## config.mk

```make
export PLATFORM = sky130hd
export DESIGN_NAME = ubjson_value_encoder_flat
export DESIGN_NICKNAME = d
export VERILOG_FILES = /design/src/sv/ubjv_pkg.sv /design/src/sv/ubjv_if.sv /design/src/sv/ubjv_format.sv /design/src/sv/ubjv_serializer.sv /design/src/sv/ubjson_value_encoder.sv /design/src/flat_wrapper.sv
export SDC_FILE = /design/constraint.sdc
export NUM_CORES = 1
export LEC_CHECK = 0
export BUFFER_PORTS_ARGS = -buffer_cell sky130_fd_sc_hd__buf_2
export CAP_MARGIN = 0
export CORE_ASPECT_RATIO = 1.25
export CORE_UTILIZATION = 50
export CTS_CLUSTER_DIAMETER = 200
export DETAILED_ROUTE_END_ITERATION = 6
export PLACE_DENSITY = 0.68
export SETUP_SLACK_MARGIN = 0.15
export SLEW_MARGIN = 20
export SYNTH_ARGS = -nofsm -noshare
export SYNTH_HDL_FRONTEND = slang
export SYNTH_HIERARCHICAL = 1
export SYNTH_SLANG_ARGS = --single-unit
```

## constraint.sdc

```tcl
create_clock -name clk -period 11.4 [get_ports clk]
set_input_delay 0 -clock clk [delete_from_list [all_inputs] [get_ports clk]]
set_output_delay 0 -clock clk [all_outputs]
set_load 0.05 [all_outputs]
```

## src/sv/ubjv_pkg.sv

```systemverilog
package ubjv_pkg;

    localparam int MODE_W  = 4;
    localparam int VALUE_W = 64;
    localparam int BYTE_W  = 8;
    localparam int MAX_BYTES = 10;
    localparam int LEN_W   = 4;

    // value type codes
    localparam logic [MODE_W-1:0] MODE_NULL   = 4'd0;
    localparam logic [MODE_W-1:0] MODE_BOOL   = 4'd1;
    localparam logic [MODE_W-1:0] MODE_INT8   = 4'd2;
    localparam logic [MODE_W-1:0] MODE_INT16  = 4'd3;
    localparam logic [MODE_W-1:0] MODE_INT32  = 4'd4;
    localparam logic [MODE_W-1:0] MODE_INT64  = 4'd5;
    localparam logic [MODE_W-1:0] MODE_FLOAT  = 4'd6;
    localparam logic [MODE_W-1:0] MODE_DOUBLE = 4'd7;
    localparam logic [MODE_W-1:0] MODE_STRING = 4'd8;

    // type markers
    localparam logic [BYTE_W-1:0] MARK_NULL    = 8'h5A; // Z
    localparam logic [BYTE_W-1:0] MARK_TRUE    = 8'h54; // T
    localparam logic [BYTE_W-1:0] MARK_FALSE   = 8'h46; // F
    localparam logic [BYTE_W-1:0] MARK_INT8    = 8'h42; // B
    localparam logic [BYTE_W-1:0] MARK_INT16   = 8'h69; // i
    localparam logic [BYTE_W-1:0] MARK_INT32   = 8'h49; // I
    localparam logic [BYTE_W-1:0] MARK_INT64   = 8'h4C; // L
    localparam logic [BYTE_W-1:0] MARK_FLOAT   = 8'h64; // d
    localparam logic [BYTE_W-1:0] MARK_DOUBLE  = 8'h44; // D
    localparam logic [BYTE_W-1:0] MARK_STRING  = 8'h73; // s

    localparam logic [7:0]  EXP8_ONES  = 8'hFF;
    localparam logic [10:0] EXP11_ONES = 11'h7FF;

    // string length limits, first size whose maximum exceeds the length
    localparam logic [VALUE_W-1:0] LIM_INT8  = 64'd127;
    localparam logic [VALUE_W-1:0] LIM_INT16 = 64'd32767;
    localparam logic [VALUE_W-1:0] LIM_INT32 = 64'd2147483647;

    typedef logic [MAX_BYTES-1:0][BYTE_W-1:0] byte_vec_t;

    // one encoded value, byte 0 goes out first
    typedef struct packed {
        byte_vec_t         bytes;
        logic [LEN_W-1:0]  len;
    } frame_t;

endpackage

```

## src/sv/ubjv_if.sv

```systemverilog
interface ubjv_in_if
    import ubjv_pkg::*;
();
    logic               valid;
    logic               ready;
    logic [MODE_W-1:0]  mode;
    logic [VALUE_W-1:0] value;

    modport source (output valid, output mode, output value, input ready);
    modport sink (input valid, input mode, input value, output ready);
endinterface

interface ubjv_out_if
    import ubjv_pkg::*;
();
    logic              valid;
    logic              ready;
    logic [BYTE_W-1:0] out_byte;
    logic              last;

    modport source (output valid, output out_byte, output last, input ready);
    modport sink (input valid, input out_byte, input last, output ready);
endinterface

```

## src/sv/ubjv_format.sv

```systemverilog
module ubjv_format
    import ubjv_pkg::*;
(
    input  logic [MODE_W-1:0]  mode,
    input  logic [VALUE_W-1:0] value,
    output frame_t             frame
);

    logic [BYTE_W-1:0] mark0;
    logic [BYTE_W-1:0] mark1;
    logic [LEN_W-1:0]  hdr;
    logic [LEN_W-1:0]  nb;
    logic [LEN_W-1:0]  pos;
    logic [LEN_W-1:0]  k;

    // header bytes and payload size
    always_comb
    begin
        mark0 = MARK_NULL;
        mark1 = MARK_NULL;
        hdr   = 4'd1;
        nb    = 4'd0;
        unique case (mode)
            MODE_BOOL:   mark0 = value[0] ? MARK_TRUE : MARK_FALSE;
            MODE_INT8:
            begin
                mark0 = MARK_INT8;
                nb    = 4'd1;
            end
            MODE_INT16:
            begin
                mark0 = MARK_INT16;
                nb    = 4'd2;
            end
            MODE_INT32:
            begin
                mark0 = MARK_INT32;
                nb    = 4'd4;
            end
            MODE_INT64:
            begin
                mark0 = MARK_INT64;
                nb    = 4'd8;
            end
            MODE_FLOAT:
            begin
                if (value[30:23] != EXP8_ONES)
                begin
                    mark0 = MARK_FLOAT;
                    nb    = 4'd4;
                end
            end
            MODE_DOUBLE:
            begin
                if (value[62:52] != EXP11_ONES)
                begin
                    mark0 = MARK_DOUBLE;
                    nb    = 4'd8;
                end
            end
            MODE_STRING:
            begin
                mark0 = MARK_STRING;
                hdr   = 4'd2;
                if (value < LIM_INT8)
                begin
                    mark1 = MARK_INT8;
                    nb    = 4'd1;
                end
                else if (value < LIM_INT16)
                begin
                    mark1 = MARK_INT16;
                    nb    = 4'd2;
                end
                else if (value < LIM_INT32)
                begin
                    mark1 = MARK_INT32;
                    nb    = 4'd4;
                end
                else
                begin
                    mark1 = MARK_INT64;
                    nb    = 4'd8;
                end
            end
            default:     mark0 = MARK_NULL;
        endcase
    end

    // lay out markers then payload, most significant byte first
    always_comb
    begin
        frame.len = hdr + nb;
        pos = '0;
        k   = '0;
        for (int j = 0; j < MAX_BYTES; j++)
        begin
            pos = LEN_W'(j);
            k   = nb - 4'd1 - (pos - hdr);
            if (j == 0)
                frame.bytes[j] = mark0;
            else if (pos < hdr)
                frame.bytes[j] = mark1;
            else if (pos < hdr + nb)
                frame.bytes[j] = value[BYTE_W*k[2:0] +: BYTE_W];
            else
                frame.bytes[j] = '0;
        end
    end

endmodule

```

## src/sv/ubjv_serializer.sv

```systemverilog
module ubjv_serializer
    import ubjv_pkg::*;
(
    input  logic        clk,
    input  logic        rst_n,
    input  logic        frame_valid,
    output logic        frame_ready,
    input  frame_t      frame,
    ubjv_out_if.source  result
);

    byte_vec_t         shift_reg;
    byte_vec_t         shift_next;
    logic [LEN_W-1:0]  remain_reg;
    logic [LEN_W-1:0]  remain_next;
    logic              take;

    assign take        = result.valid && result.ready;
    // free when empty or when the final byte leaves this cycle
    assign frame_ready = (remain_reg == '0) || (remain_reg == 4'd1 && result.ready);

    assign result.valid    = remain_reg != '0;
    assign result.out_byte = shift_reg[0];
    assign result.last     = remain_reg == 4'd1;

    always_comb
    begin
        shift_next  = shift_reg;
        remain_next = remain_reg;
        if (frame_valid && frame_ready)
        begin
            shift_next  = frame.bytes;
            remain_next = frame.len;
        end
        else if (take)
        begin
            shift_next  = shift_reg >> BYTE_W;
            remain_next = remain_reg - 4'd1;
        end
    end

    always_ff @(posedge clk or negedge rst_n)
    begin
        if (!rst_n)
            remain_reg <= '0;
        else
            remain_reg <= remain_next;
    end

    always_ff @(posedge clk)
    begin
        shift_reg <= shift_next;
    end

endmodule

```

## src/sv/ubjson_value_encoder.sv

```systemverilog
// a request passes the input stage register, then is loaded into the output shifter register
// throughput: one byte per cycle while the receiver is ready; a value is 1 to 10 bytes
// (null, bool, special floats 1; int8 2; int16 3; int32 and float 5; int64 and double 9;
// string header 3, 4, 6 or 10), paced by the single byte-wide output shifter
// reset: asynchronous active low, empties the input and output stages, no other state
module ubjson_value_encoder
    import ubjv_pkg::*;
(
    input  logic        clk,
    input  logic        rst_n,
    ubjv_in_if.sink     item,
    ubjv_out_if.source  result
);

    // input stage: holds one request while the shifter drains the previous value
    logic               in_valid_reg;
    logic               in_valid_next;
    logic [MODE_W-1:0]  mode_reg;
    logic [VALUE_W-1:0] value_reg;

    logic               frame_ready;
    frame_t             frame;
    logic               item_take;

    // the stage can refill in the same cycle its request moves on
    assign item.ready = !in_valid_reg || frame_ready;
    assign item_take  = item.valid && item.ready;

    always_comb
    begin
        in_valid_next = in_valid_reg;
        if (item_take)
            in_valid_next = 1'b1;
        else if (frame_ready)
            in_valid_next = 1'b0;
    end

    always_ff @(posedge clk or negedge rst_n)
    begin
        if (!rst_n)
            in_valid_reg <= 1'b0;
        else
            in_valid_reg <= in_valid_next;
    end

    always_ff @(posedge clk)
    begin
        if (item_take)
        begin
            mode_reg  <= item.mode;
            value_reg <= item.value;
        end
    end

    // marker selection and byte layout, all combinational
    ubjv_format u_format (
        .mode  (mode_reg),
        .value (value_reg),
        .frame (frame)
    );

    // output shifter, one byte per handshake, last flag on the final byte
    ubjv_serializer u_serializer (
        .clk         (clk),
        .rst_n       (rst_n),
        .frame_valid (in_valid_reg),
        .frame_ready (frame_ready),
        .frame       (frame),
        .result      (result)
    );

endmodule

```

## src/flat_wrapper.sv

```systemverilog
// flat-port wrapper written by rule: the top's interface ports become plain ports
module ubjson_value_encoder_flat import ubjv_pkg::*;
  (clk, rst_n, item_valid, item_mode, item_value, item_ready, result_valid, result_out_byte, result_last, result_ready);
  ubjv_in_if item_i ();
  ubjv_out_if result_i ();
  input  logic clk;
  input  logic rst_n;
  input wire logic [$bits(item_i.valid)-1:0] item_valid;
  input wire logic [$bits(item_i.mode)-1:0] item_mode;
  input wire logic [$bits(item_i.value)-1:0] item_value;
  output wire logic [$bits(item_i.ready)-1:0] item_ready;
  output wire logic [$bits(result_i.valid)-1:0] result_valid;
  output wire logic [$bits(result_i.out_byte)-1:0] result_out_byte;
  output wire logic [$bits(result_i.last)-1:0] result_last;
  input wire logic [$bits(result_i.ready)-1:0] result_ready;
  assign item_i.valid = item_valid;
  assign item_i.mode = item_mode;
  assign item_i.value = item_value;
  assign item_ready = item_i.ready;
  assign result_valid = result_i.valid;
  assign result_out_byte = result_i.out_byte;
  assign result_last = result_i.last;
  assign result_i.ready = result_ready;
  ubjson_value_encoder u_core (.clk(clk), .rst_n(rst_n), .item(item_i), .result(result_i));
endmodule
```

==> flow_summary_export.csv <==
group,metric,value,unit
yosys,async_reset_ff_share,3.27,%
sta,min_period_over_period,54.0,%
sta,slew_headroom,26.4,%
power,pwr-share-seq,36.0,%
setup_path,rr_worst_depth,15,
yosys,synth_compound_area_share,9.75,%
detailed_routing,wl,29900,um
placed_design,hpwl,20400,um
yosys,synth_cells,1008,
worst_hold_path,hp-class,"primary input to flop",
yosys,yosysWarnings,6,
yosys,synth_cell_type_count,74,
detailed_routing,firstDrtPassIters,6,
global_route,overflow,0,
yosys,yosysMostFrequentCell,"nand2_1",
power,p_switching,0.919,mW
worst_hold_path,holdPathStages,2,
power,powerDensity,198,mW/mm2
setup_path,path_depth,15,
yosys,synth_top_family_by_area,"simple AND/OR/NAND/NOR gates",
die,chipHeight,163,um
yosys,ys_seq_area_share,44.1,%
global_route,grtUsageTotal,29.3,%
final_layout,num_antenna_cells,0,
power,comb_power_share,39.5,%
global_route,grt_start_max_net_pins,89,
setup_path,required,11.59,ns
sta,post-route-min-period,6.15,ns
setup_path,cp_max_fo,32,
power,peakVddDrop,0.153,mV
final_layout,seqCellArea,0.00457,mm2
setup_path,cp-start-kind,"flop",
clock_network,htree_levels,4,
placed_design,port_buffers,82,
power,internal_power,1.49,mW
sta,rsz0062_at_grt,"false",
detailed_routing,ant_nets,0,
final_layout,num-fill-cells,1651,
yosys,synth_common_cells,"nand2_1, edfxtp_1, mux4_2, nor2_1, a21oi_1",
die,fp.dieW,131,um
clock_network,path_clk_slew,0.07,ns
global_route,grt_pass1_vias,7884,
yosys,syn_avg_cell_area,10.3,um2
yosys,synthTopCellsByArea,"edfxtp_1, mux4_2, nand2_1",
final_layout,nets,1207,
final_layout,largest_reg_flops,72,
yosys,synth-xor-area-share,0.845,%
detailed_routing,routedWlPerCell,21.3,um
setup_path,end_kind,"flop",
sta,hold_viol,0,
status,status,"complete, no violations",
sta,skew,0.00964,ns
yosys,synthesis.nets,1094,
setup_path,critical_path_class,"flop to flop",
clock_network,cts_setup_buffers,0,
final_layout,synthToLayoutAreaGrowth,17.3,%
setup_path,path_cells,"nor4_1 -> nand2_1 -> nor3_1 -> and2_1 -> nand2_1 -> nand2_1 -> inv_1 -> ha_1 -> fa_2 -> mux4_2 -> and3_1 -> o21ai_0 -> a21oi_1 -> nand2_1 -> nand2_1",
setup_path,cpMostUsedCell,"nand2_1",
yosys,synthesis.area,0.0104,mm2
global_route,grt_first_pass_wirelength,45700,um
die,row_count,58,
clock_network,numCtsBuffers,17,
setup_path,crit_slowest_cell,"fa_2",
final_layout,drive_gt1_share,20.3,%
die,dieArea,0.0213,mm2
clock_network,cts_tree,"yes",
yosys,synth_mux_area_share,17.3,%
sta,worst_pin_slew,1.10,ns
clock_network,clkLatencyLatePin,0.43,ns
final_layout,fin_cells,1404,
setup_path,critPathMaxStageDelay,1.24,ns
yosys,synth_top_cell_area_share,42.9,%
yosys,synth-simple-area-share,21.5,%
yosys,synth-seq-cells,153,
setup_path,critPathBufInv,1,
setup_path,worstPathArrival,6.34,ns
sta,finalSetupViolations,0,
job,max-cap-violations,0,
detailed_routing,vias_per_cell,6.10,
yosys,synth_ff_type,"edfxtp_1",
die,initial_utilization,51.2,%
power,swShare,38.2,%
die,fp.coreArea,0.0202,mm2
final_layout,utilization,60.1,%
yosys,synth.largest_area_cell,"edfxtp_1",
clock_network,cts_num_sinks,153,
sta,fmax,0.163,GHz
placed_design,place_area,0.0108,mm2
die,pin_count,83,
power,p_leak,4.85,nW
sta,finalSetupTns,0,ns
sta,maxSlewViolCount,0,
detailed_routing,drc_errors,0,
clock_network,cts-root-buf,"clkbuf_16",
detailed_routing,dr_total_vias,8570,
clock_network,cts_buffer_depth,2,
power,power_frac_clock,24.5,%
placed_design,gp_congestion,0.997,
yosys,synth-edff-count,148,
final_layout,multi_input_area,0.00537,mm2
detailed_routing,drtIter0Drc,1147,
placed_design,dp.cells,1300,
global_route,antenna_found_initial,0,
final_layout,stdcell_area,0.0122,mm2
setup_path,crit_family,"simple AND/OR/NAND/NOR gates",
yosys,synthAdderAreaFrac,1.91,%
cell families after synthesis:
kind of cell,Yosys count
mux,99
compound gates,144
buf+inv,86
flops,153
other cells,2
xor+xnor,10
simple gates,500
fa+ha+maj,14
worst paths after layout:
path                                              startpoint                                endpoint  slack, ns
hold reg to reg            u_core/u_serializer/shift_reg[15]  u_core/u_serializer/result.out_byte[7]       0.52
setup / recovery                        u_core/value_reg[56]       u_core/u_serializer/shift_reg[33]       5.25
setup reg to reg                        u_core/value_reg[56]       u_core/u_serializer/shift_reg[33]       5.25
max in group asynchronous                              rst_n       u_core/u_serializer/remain_reg[3]      10.69
min in group asynchronous                              rst_n                     u_core/in_valid_reg       0.49
hold / removal                                item_value[51]                    u_core/value_reg[51]       0.27
worst register-to-register path, stage by stage, from the launching register on:
cell and delay [ns]:
edfxtp_1 0.50, nor4_1 0.42, nand2_1 0.17, nor3_1 0.54
and2_1 0.90, nand2_1 0.17, nand2_1 0.18, inv_1 0.07
ha_1 0.36, fa_2 1.24, mux4_2 0.69, and3_1 0.20
o21ai_0 0.16, a21oi_1 0.14, nand2_1 0.11, nand2_1 0.06
timing repair:
| action | 4_1_cts | 5_1_grt |
|---|---|---|
| endpoints found under the hold margin | 74 | 0 |
| gates resized for setup | 0 | 0 |
| hold buffers | 72 | 0 |
final cells by class:
class	instances	area share, %
Sequential cell	153	37.6
Tap cell	270	2.78
Timing Repair Buffer	165	9.98
Clock buffer	19	3.72
Inverter	15	0.463
Clock inverter	13	1.29
Multi-Input combinational cell	769	44.2
stage by stage:
stage | hold slack (ns) | power (mW) | setup slack (ns)
after floorplan | -0.296 | 1.56 | 6.13
after global placement | -0.174 | 1.77 | 5.51
after detailed placement | -0.172 | 1.78 | 5.44
after CTS | 0.261 | 2.39 | 5.38
after global routing | 0.264 | 2.52 | 4.85
final | 0.274 | 2.41 | 5.25
metal layers:
layer	GRT usage (%)	vias up	part of all wire, %
met5	0	-	0
met4	14.5	0	4.7
met3	5.45	83	7.7
met2	46.4	486	48
met1	38.5	4092	39
li1	-	3909	-
power by group through the flow:
stage | combinational (mW) | sequential, mW | clock (mW)
CTS | 0.931 | 0.863 | 0.591
detailed placement | 0.907 | 0.874 | 0
finish | 0.949 | 0.867 | 0.589
global placement | 0.898 | 0.870 | 0
global route | 1.02 | 0.878 | 0.616
floorplan | 0.725 | 0.834 | 0
layout by cell type (no fill, tap or decap), types with 3 or more instances in the layout:
cell type	count
mux2i_1	34
and2_1	12
dfrtp_1	5
nor2_1	53
o21ai_1	7
nor2b_1	11
a21o_1	7
and3_1	21
nand2_1	334
nor4_1	13
or2_2	8
mux4_2	64
a21oi_2	4
ha_1	10
nor3_1	8
a32oi_1	15
xnor2_1	7
nand4_1	12
clkbuf_16	17
edfxtp_1	148
nand3_1	6
o21ai_0	26
o22a_1	7
nor2_2	3
buf_2	82
a31oi_1	5
inv_6	5
inv_1	13
a21oi_1	39
buf_4	11
nand2b_1	3
a221oi_1	4
o21a_1	3
dlygate4sd3_1	72
a22oi_1	7
Note: power is estimated with default switching activity, not from simulation.
